--- src/hdl/sem_pkg.sv ---
// Shared types and constants for the RGB Sobel edge magnitude block.
package sem_pkg;

    localparam int CHAN_BITS  = 8;
    localparam int NUM_LANES  = 3;
    localparam int GRAD_BITS  = 11;
    localparam int SUM_BITS   = 21;
    localparam int ROOT_STEPS = CHAN_BITS;
    // One gradient stage, one square-sum stage, one stage per result bit.
    localparam int LANE_DEPTH = 2 + ROOT_STEPS;
    localparam int PIX_BITS   = NUM_LANES * CHAN_BITS;
    localparam int IDX_BITS   = 8;
    localparam int DATA_BITS  = 16;

    localparam logic [IDX_BITS-1:0] REG_IMAGE_WIDTH  = 8'd0;
    localparam logic [IDX_BITS-1:0] REG_IMAGE_HEIGHT = 8'd1;

    localparam logic CMD_PIXEL = 1'b0;
    localparam logic CMD_DRAIN = 1'b1;

    localparam logic [10:0] WIDTH_RESET  = 11'd640;
    localparam logic [15:0] HEIGHT_RESET = 16'd480;

    typedef logic [CHAN_BITS-1:0] chan_t;
    typedef logic [PIX_BITS-1:0] pixel_t;
    typedef logic [2:0][2:0][CHAN_BITS-1:0] sem_win_t;

    typedef struct packed {
        logic  command;
        chan_t pixel_red;
        chan_t pixel_green;
        chan_t pixel_blue;
    } sem_in_t;

    typedef struct packed {
        chan_t out_red;
        chan_t out_green;
        chan_t out_blue;
        logic  frame_end;
    } sem_out_t;

    typedef struct packed {
        logic   border;
        logic   frame_end;
        pixel_t center;
    } sem_meta_t;

endpackage

--- src/hdl/sem_lane.sv ---
// One color lane: Sobel gradients, sum of squares and a bitwise rounded root.
module sem_lane
    import sem_pkg::*;
(
    input  logic     clk,
    input  logic     advance,
    input  sem_win_t win,
    output chan_t    mag
);

    logic signed [GRAD_BITS-1:0] gx_next;
    logic signed [GRAD_BITS-1:0] gy_next;
    logic signed [GRAD_BITS-1:0] gx_reg;
    logic signed [GRAD_BITS-1:0] gy_reg;
    logic signed [2*GRAD_BITS-1:0] gx_sq;
    logic signed [2*GRAD_BITS-1:0] gy_sq;
    logic [SUM_BITS-1:0] sum_reg;

    logic [SUM_BITS-1:0] s_reg [ROOT_STEPS];
    chan_t               k_reg [ROOT_STEPS];

    function automatic logic signed [GRAD_BITS-1:0] ext(input chan_t v);
        ext = $signed({{(GRAD_BITS-CHAN_BITS){1'b0}}, v});
    endfunction

    always_comb
    begin
        gx_next = (ext(win[0][2]) + (ext(win[1][2]) <<< 1) + ext(win[2][2]))
                - (ext(win[0][0]) + (ext(win[1][0]) <<< 1) + ext(win[2][0]));
        gy_next = (ext(win[2][0]) + (ext(win[2][1]) <<< 1) + ext(win[2][2]))
                - (ext(win[0][0]) + (ext(win[0][1]) <<< 1) + ext(win[0][2]));
        gx_sq   = gx_reg * gx_reg;
        gy_sq   = gy_reg * gy_reg;
    end

    always_ff @(posedge clk)
    begin
        if (advance)
        begin
            gx_reg  <= gx_next;
            gy_reg  <= gy_next;
            sum_reg <= SUM_BITS'($unsigned(gx_sq)) + SUM_BITS'($unsigned(gy_sq));
        end
    end

    // Each step decides one result bit, most significant first: keep the
    // trial value k when k*(k-1) is still below the sum of squares.
    for (genvar j = 0; j < ROOT_STEPS; j++)
    begin : g_root
        logic [SUM_BITS-1:0]    s_in;
        chan_t                  k_in;
        chan_t                  trial;
        logic [2*CHAN_BITS-1:0] prod;

        if (j == 0)
        begin : g_first
            assign s_in = sum_reg;
            assign k_in = '0;
        end
        else
        begin : g_rest
            assign s_in = s_reg[j-1];
            assign k_in = k_reg[j-1];
        end

        always_comb
        begin
            trial = k_in | (chan_t'(1) << (ROOT_STEPS - 1 - j));
            prod  = {{CHAN_BITS{1'b0}}, trial} * {{CHAN_BITS{1'b0}}, trial - chan_t'(1)};
        end

        always_ff @(posedge clk)
        begin
            if (advance)
            begin
                s_reg[j] <= s_in;
                if (SUM_BITS'(prod) < s_in)
                begin
                    k_reg[j] <= trial;
                end
                else
                begin
                    k_reg[j] <= k_in;
                end
            end
        end
    end

    assign mag = k_reg[ROOT_STEPS-1];

endmodule

--- config.mk ---
export PLATFORM = sky130hd
export DESIGN_NAME = sem_lane
export DESIGN_NICKNAME = d
export VERILOG_FILES = /design/src/hdl/sem_pkg.sv /design/src/hdl/sem_lane.sv
export SDC_FILE = /design/constraint.sdc
export NUM_CORES = 1
export LEC_CHECK = 0
export BUFFER_PORTS_ARGS = -buffer_cell sky130_fd_sc_hd__buf_2
export CORE_UTILIZATION = 45
export DETAILED_ROUTE_END_ITERATION = 12
export PLACE_DENSITY = 0.63
export SKIP_LAST_GASP = 1
export SYNTH_ARGS = -nofsm -noshare
export SYNTH_HDL_FRONTEND = slang
export SYNTH_SLANG_ARGS = --single-unit
--- constraint.sdc ---
create_clock -name clk -period 7.2 [get_ports clk]
set_input_delay 0.36 -clock clk [delete_from_list [all_inputs] [get_ports clk]]
set_output_delay 0.36 -clock clk [all_outputs]
set_load 0.05 [all_outputs]
==> reports/metrics.cfg, run 1 <==
[die]
die_h_um=236
fp.dieW_um=236
rows=85
coreArea_um2=53900
initial_utilization_pct=45.7
io_pins=82
design.die.area_um2=55700

[routing]
finalWirelength_um=44700
num_vias=14800
dr.first_iter.drc_count=469
drtPass1Iterations=5
routedWlPerCell_um=14.7
vias_per_cell=4.88
drc_errors=0
final_antenna_net_count=0

[cells_and_area]
largest_register_ffs=147
drive_gt1_share_pct=6.68
nets=3084
antennaDiodeCount=0
fillers=4839
synthToLayoutAreaGrowth_pct=8.76

[worst_setup_path]
crit_path_end_kind=flip-flop
critPathLaunchType=flip-flop
crit_chain=and2_2 > inv_1 > fa_1 > fa_1 > inv_1 > fa_1 > fa_1 > fa_1 > fa_1 > inv_1 > fa_1 > inv_1 > ha_1 > and3_1 > o211ai_1 > a21oi_1 > nor3_2 > a21boi_0 > o22ai_1 > xnor2_1
worstSetupPathType=flip-flop to flip-flop
crit_buf_inv=4
slowest_delay_ns=0.54
crit_required_ns=7.48
cpMaxStageDelayCell=fa_1
crit_family=adder cells
crit_fanout=8
cp.arrival_ns=6.97
cpMostUsedCell=fa_1

[worst_hold_path]
min_path_type=input pin to flip-flop

[job]
max_cap_violations=0

[place]
place.gp.congestion=0.838
numPortBuffers=73
dp_hpwl_um=38000

[global_routing]
grt_util_all_layers_pct=17.3
antenna_found_initial=0
grt_pass1_wl_um=78000
grt_pass1_vias=16400
grt_max_degree=123
grt_remaining_overflow=0

[synth]
synthFlopType=edfxtp_1
yosys.area.top_type_share_pct=28.4
ys_top_cells_by_area=fa_1, edfxtp_1, ha_1
synth_most_common_cell=inv_1
yosysTopAreaCell=fa_1
ys_types=52
syn_avg_cell_area_um2=11.1
synth_cells=2229
syn_area_um2=24600
synthArstFlopShare_pct=0
synthTopCellsByCount=inv_1, fa_1, ha_1, edfxtp_1, nand2_1
syn-num-nets=2993
synth_edf_count=226
yosysWarnings=0
seq_area_frac_synth_pct=27.5
ys_ff_latch=226

[sta]
setup_viol=0
timing_hold_violations_final=0
layout_min_cycle_time_ns=6.69
worst_pin_slew_ns=0.945
rsz0062_at_grt=false
finalSetupTns_ns=0
period_share_pct=92.9
slew_headroom_pct=37.0
finClkSkew_ns=0.0131
report.final.slew_viol_count=0
fmax_mhz=150

[clock_tree]
insertion_delay_ns=0.55
clk_pin_slew_ns=0.06
htreeDepth=1
cts.sink_count=226
cts_tree=done
cts_hold_buf=0
clockBufferDepth=3
root_buffer=clkbuf_16
cts_inserted_buffers=25

[run_status]
status=finished clean

## cells in the final DEF (no fill, tap or decap), drive strengths merged, types with 9 or more instances in the layout
cell	n
nor3	9
a21oi	62
nor2b	33
edfxtp	226
nor4	12
nand3	12
o21a	16
buf	103
clkbuf	28
nor2	46
fa	349
a21o	38
inv	622
nand4	9
xor2	31
nand2b	15
ha	341
and2	83
nand2	85
o21ai	39
xnor2	79
## tightest hold or removal path: stages
cell   delay [ns]
buf_2        0.09
inv_1        0.15
ha_1         0.16
## final cells by class
type | instances | area (um2) | share of cell area (%)
Clock buffer | 28 | 637 | 2.38
Tap cell | 696 | 871 | 3.25
Timing Repair Buffer | 103 | 613 | 2.29
Sequential cell | 226 | 6790 | 25.3
Inverter | 620 | 2330 | 8.69
Multi-Input combinational cell | 1344 | 15400 | 57.4
Clock inverter | 15 | 178 | 0.663
## per-stage QoR
| stage | cell area, um2 | setup slack, ns | std cells | utilization (%) | hold slack, ns |
|---|---|---|---|---|---|
| after floorplan | 24600 | 0.651 | 2229 | - | 0.417 |
| after global placement | 25800 | 0.258 | 2972 | 47.9 | 0.423 |
| after detailed placement | 25800 | 0.129 | 2972 | 47.9 | 0.430 |
| after CTS | 26700 | 0.123 | 3015 | 49.4 | 0.299 |
| after global routing | 26800 | 0.136 | 3032 | 49.7 | 0.339 |
| final | 26800 | 0.512 | 3032 | 49.7 | 0.318 |
## final timing paths
path,cells after the start,slack [ns],startpoint,endpoint
max,20,0.51,gy_reg[1],g_root[0].s_in[20]
min,3,0.32,win[1],gx_reg[0]
max reg2reg,20,0.51,gy_reg[1],g_root[0].s_in[20]
min reg2reg,0,0.45,s_reg[3][7],s_reg[4][7]
## kinds of logic after synthesis
| logic type | Yosys count | share of synthesized area [%] |
|---|---|---|
| other cells | 1 | 0.0152 |
| xor+xnor | 110 | 3.91 |
| compound gates | 208 | 5.50 |
| buf+inv | 659 | 10.0 |
| mux | 4 | 0.163 |
| fa+ha+maj | 690 | 45.7 |
| flops | 226 | 27.5 |
| simple gates | 331 | 7.14 |
## what timing repair did
item                                    4_1_cts  5_1_grt
endpoints found under the setup margin        0        4
buffers inserted                              0       17
gates resized for setup                       0        2
## routing by layer
layer | global-route usage, % | wire (um) | part of all wire [%] | up-vias
met2 | 33.5 | 24700 | 55 | 144
met5 | 0 | 0 | 0 | -
li1 | - | - | - | 7186
met4 | 3.64 | 905 | 2.0 | 0
met1 | 20.2 | 18000 | 40 | 7414
met3 | 1.87 | 1080 | 2.4 | 63
Power of run 1 is not shown: default switching activity piles up to over one toggle a cycle in this logic, so the estimate is an artifact.
==> inputs of run 2 (changes only) <==
--- a/config.mk
+++ b/config.mk
@@ -9,6 +9,7 @@
 export CORE_UTILIZATION = 45
 export DETAILED_ROUTE_END_ITERATION = 12
 export PLACE_DENSITY = 0.63
+export RECOVER_POWER = 50
 export SKIP_LAST_GASP = 1
 export SYNTH_ARGS = -nofsm -noshare
 export SYNTH_HDL_FRONTEND = slang
==> run 2 against run 1 <==
  * The run now ends with capacitance limit, slew limit left
  * Clock skew barely moved
  * Sequential share of layout area barely moved
  * Wire length barely moved
  * Final cell count did not move
  * Non-clock buffer count did not move
  * Sequential cell count did not move
  * Die area did not move
  * Cell area barely moved
  * Core utilization barely moved
==> reports/metrics.cfg, run 2 (synthesized netlist as in run 1, its figures left out) <==
[place]
dp.cells=2972
placed_cell_area_um2=25800
dp_hpwl_um=38000
place.gp.congestion=0.838
numPortBuffers=73

[clock_tree]
htreeDepth=1
cts.sink_count=226
cts_tree=done
root_buffer=clkbuf_16
cts_inserted_buffers=25
cts_hold_buf=0
clk_pin_slew_ns=0.06
insertion_delay_ns=0.55
clockBufferDepth=3

[cells_and_area]
antennaDiodeCount=0
stdcell_count=3032
final_area_um2=26800
largest_register_ffs=147
final_common_cell=inv_1
synthToLayoutAreaGrowth_pct=8.72
nets=3084
drive_gt1_share_pct=6.64
layout_common_cells=inv_1, fa_1, ha_1

[sta]
finalSetupTns_ns=0
rsz0062_at_grt=false
slew_headroom_pct=-338
report.final.slew_viol_count=123
setup_viol=0
fmax_mhz=150
worst_pin_slew_ns=6.57
period_share_pct=92.8
holdWs_ns=0.318
finClkSkew_ns=0.0131
layout_min_cycle_time_ns=6.68
timing_hold_violations_final=0

[routing]
final_antenna_net_count=0
drc_errors=0
drtPass1Iterations=5
dr.first_iter.drc_count=469
num_vias=14800
routedWlPerCell_um=14.7
vias_per_cell=4.88
finalWirelength_um=44700

[die]
io_pins=82
design.die.area_um2=55700
coreArea_um2=53900
rows=85
die_h_um=236
initial_utilization_pct=45.7
fp.dieW_um=236

[worst_setup_path]
timing.rr.start=gy_reg[1]
cp.arrival_ns=6.96
crit_fanout=8
r2r_slack_ns=0.52
regToRegEndpoint=g_root[0].s_in[20]
cpMostUsedCell=fa_1
reg2reg_depth=20
worstSetupPathType=flip-flop to flip-flop
crit_path_end_kind=flip-flop
slowest_delay_ns=0.54
cpMaxStageDelayCell=fa_1
crit_chain=and2_2 > inv_1 > fa_1 > fa_1 > inv_1 > fa_1 > fa_1 > fa_1 > fa_1 > inv_1 > fa_1 > inv_1 > ha_1 > and3_1 > o211ai_1 > a21oi_1 > nor3_2 > a21boi_0 > o22ai_1 > xnor2_1
crit_required_ns=7.48
critPathLaunchType=flip-flop

[worst_hold_path]
min_path_type=input pin to flip-flop
min_from=win[1]
min_to=gx_reg[0]
worstHoldPathCells=3

[global_routing]
antenna_found_initial=0
busiest_layer=met2
grtUsageMet2_pct=33.5
grt_remaining_overflow=0
grt_max_degree=123
grt_pass1_vias=16400
use_met3_pct=1.87
grt_pass1_wl_um=78000
grt.met1_usage_pct=20.2
grt_util_all_layers_pct=17.3

[run_status]
violations=capacitance limit, slew limit
status=complete, but fails checks

[job]
max_cap_violations=1

==> run 2: changes by cell type in the layout (fill, tap and decap cells not counted), sizes merged <==
cell / delta
buf: -1
clkbuf: +1
==> run 2: critical path: cells and delay by family, from the launching register on <==
kind	cells	cell delay (ns)
adders and majority gates	8	3.95
AOI/OAI and AO/OA	4	0.80
and+or+nand+nor	3	0.67
DFF	1	0.51
buffers and inverters	4	0.32
xor gates and xnor gates	1	0.16
==> run 2: repair_timing <==
action | in CTS | in global routing
setup buffers | 0 | 17
resized for setup | 0 | 2
setup endpoints to repair | 0 | 4
hold endpoints to repair | 0 | 0
==> run 2: worst max path at each step <==
stage	start	slack, ns	to	depth (start not counted)
6_report	gy_reg[1]	0.52	g_root[0].s_in[20]	20
3_5_place_dp	gy_reg[10]	0.13	g_root[0].s_in[20]	20
3_3_place_gp	gy_reg[10]	0.26	g_root[0].s_in[20]	20
2_1_floorplan	gy_reg[10]	0.65	g_root[0].s_in[20]	21
5_1_grt	gx_reg[1]	0.14	g_root[0].s_in[20]	21
4_1_cts	gy_reg[10]	0.12	g_root[0].s_in[20]	20
==> run 2: stage by stage <==
stage	setup WS [ns]	utilization (%)
3_5_place_dp	0.129	47.9
2_1_floorplan	0.651	-
4_1_cts	0.123	49.4
6_report	0.518	49.7
3_3_place_gp	0.258	47.9
5_1_grt	0.136	49.7
==> run 2: layout make-up <==
cell class                 count  area, um2
clock inverter                15        178
clock buffer                  28        637
sequential                   226       6790
fill                        4841      27100
tap                          696        871
multi-input combinational   1344      15400
inverter                     620       2330
timing repair buffer         103        602
==> run 2: per-layer routing <==
layer	vias to the layer above	share of wire, %
met5	-	0
met4	0	2.0
met3	63	2.4
met2	143	55
met1	7417	40
li1	7187	-
Power of run 2 is left out for the same reason.
==> inputs of run 3 (changes only) <==
--- a/config.mk
+++ b/config.mk
@@ -6,6 +6,7 @@
 export NUM_CORES = 1
 export LEC_CHECK = 0
 export BUFFER_PORTS_ARGS = -buffer_cell sky130_fd_sc_hd__buf_2
+export CORE_ASPECT_RATIO = 1.4
 export CORE_UTILIZATION = 45
 export DETAILED_ROUTE_END_ITERATION = 12
 export PLACE_DENSITY = 0.63
==> run 3 against run 2 <==
  * First-iteration DRC count up 17%
  * The run still ends with capacitance limit, slew limit left
  * Worst setup slack worse by 0.038 ns
  * Cell area shrank 0.35%
  * Global-route usage rose by 1.2 points
  * Clock skew down 0.0020 ns
  * Die area hardly changed
==> reports/metrics.cfg, run 3 (synthesized netlist as in run 1, its figures left out) <==
[routing]
vias_per_cell=4.91
routedWlPerCell_um=15.4
final_antenna_net_count=0
finalWirelength_um=46800
num_vias=15000
drtPass1Iterations=5
drc_errors=0
dr.first_iter.drc_count=551

[sta]
report.final.slew_viol_count=91
layout_min_cycle_time_ns=6.72
slew_headroom_pct=-212
worst_pin_slew_ns=4.68
rsz0062_at_grt=false
timing_hold_violations_final=0
period_share_pct=93.3
finClkSkew_ns=0.0111
finalSetupTns_ns=0
fmax_mhz=149
setup_viol=0

[global_routing]
grt_util_all_layers_pct=18.5
grt_remaining_overflow=0
grt_pass1_vias=17200
grt_max_degree=145
antenna_found_initial=0
grt_pass1_wl_um=80800

[place]
dp_hpwl_um=40000
place.gp.congestion=0.865
numPortBuffers=73
placed_cell_area_um2=25900

[worst_setup_path]
crit_fanout=12
crit_path_end_kind=flip-flop
critPathLaunchType=flip-flop
crit_required_ns=7.47
cp.arrival_ns=6.99
worstSetupPathType=flip-flop to flip-flop

[clock_tree]
cts_hold_buf=0
cts_setup_buffers=0
root_buffer=clkbuf_16
clk_pin_slew_ns=0.06
insertion_delay_ns=0.52
cts_resized=0
clockBufferDepth=3
htreeDepth=1
cts.sink_count=226
cts_inserted_buffers=24
cts_tree=done

[die]
die_h_um=279
initial_utilization_pct=45.4
coreArea_um2=54200
rows=101
design.die.area_um2=55700
fp.dieW_um=200
io_pins=82

[job]
max_cap_violations=1

[cells_and_area]
layout_common_cells=inv_1, fa_1, ha_1
antennaDiodeCount=0
nets=3071
final_area_um2=26700
fillers=4911
drive_gt1_share_pct=6.15
final_common_cell=inv_1
utilization_pct=49.2
synthToLayoutAreaGrowth_pct=8.33
regArea_um2=6790
largest_register_ffs=147
multi_input_area_um2=15400

[run_status]
status=complete, but fails checks
violations=capacitance limit, slew limit

[worst_hold_path]
min_path_type=input pin to flip-flop

==> run 3: changes by cell type in the layout (fill, tap and decap cells not counted) <==
cell / delta
and2_1: +1
and2_2: -1
buf_4: -12
bufinv_16: -1
clkbuf_1: +1
clkinv_1: -2
clkinv_2: +1
clkinvlp_4: +3
inv_16: -1
inv_6: +1
inv_8: -1
nor3_1: +1
nor3_2: -1
==> run 3: path summary, 6_finish.rpt <==
| path | from | end | slack (ns) | depth (start not counted) |
|---|---|---|---|---|
| setup / recovery | gx_reg[9] | g_root[0].s_in[20] | 0.48 | 21 |
| hold / removal | win[1] | gy_reg[0] | 0.37 | 3 |
| setup reg to reg | gx_reg[9] | g_root[0].s_in[20] | 0.48 | 21 |
| hold reg to reg | s_reg[5][6] | s_reg[6][6] | 0.45 | 0 |
==> run 3: area by class of cell <==
cell class / instances / area share (%)
Clock inverter: 15 / 0.544
Inverter: 620 / 8.72
Tap cell: 721 / 3.38
Multi-Input combinational cell: 1344 / 57.6
Sequential cell: 226 / 25.4
Clock buffer: 29 / 2.40
Timing Repair Buffer: 91 / 1.92
==> run 3: metrics by stage <==
step,cells,hold slack (ns),setup slack (ns)
after floorplan,2229,0.417,0.651
after global placement,3002,0.424,0.509
after detailed placement,3002,0.425,0.473
after CTS,3046,0.351,0.453
after global routing,3046,0.383,0.0609
final,3046,0.369,0.481
==> run 3: critical path, stage by stage (launching register included) <==
cell	delay, ns
edfxtp_1	0.62
nand2_1	0.22
inv_1	0.08
fa_1	0.53
inv_1	0.05
fa_1	0.47
inv_1	0.05
fa_1	0.52
fa_1	0.47
fa_1	0.55
inv_1	0.05
fa_1	0.50
fa_1	0.55
inv_1	0.04
ha_1	0.32
o21a_1	0.21
o211ai_1	0.28
a21oi_1	0.11
nor3_1	0.34
a21boi_0	0.20
o22ai_1	0.20
xnor2_1	0.09
==> run 3: routing by layer <==
layer	part of all wire, %	global-route usage (%)	vias to the layer above
met5	0	0	-
met4	4.3	7.59	0
met3	1.9	1.29	90
met2	61	39.2	179
met1	33	17.3	7552
li1	-	-	7144
Power of run 3 is left out for the same reason.
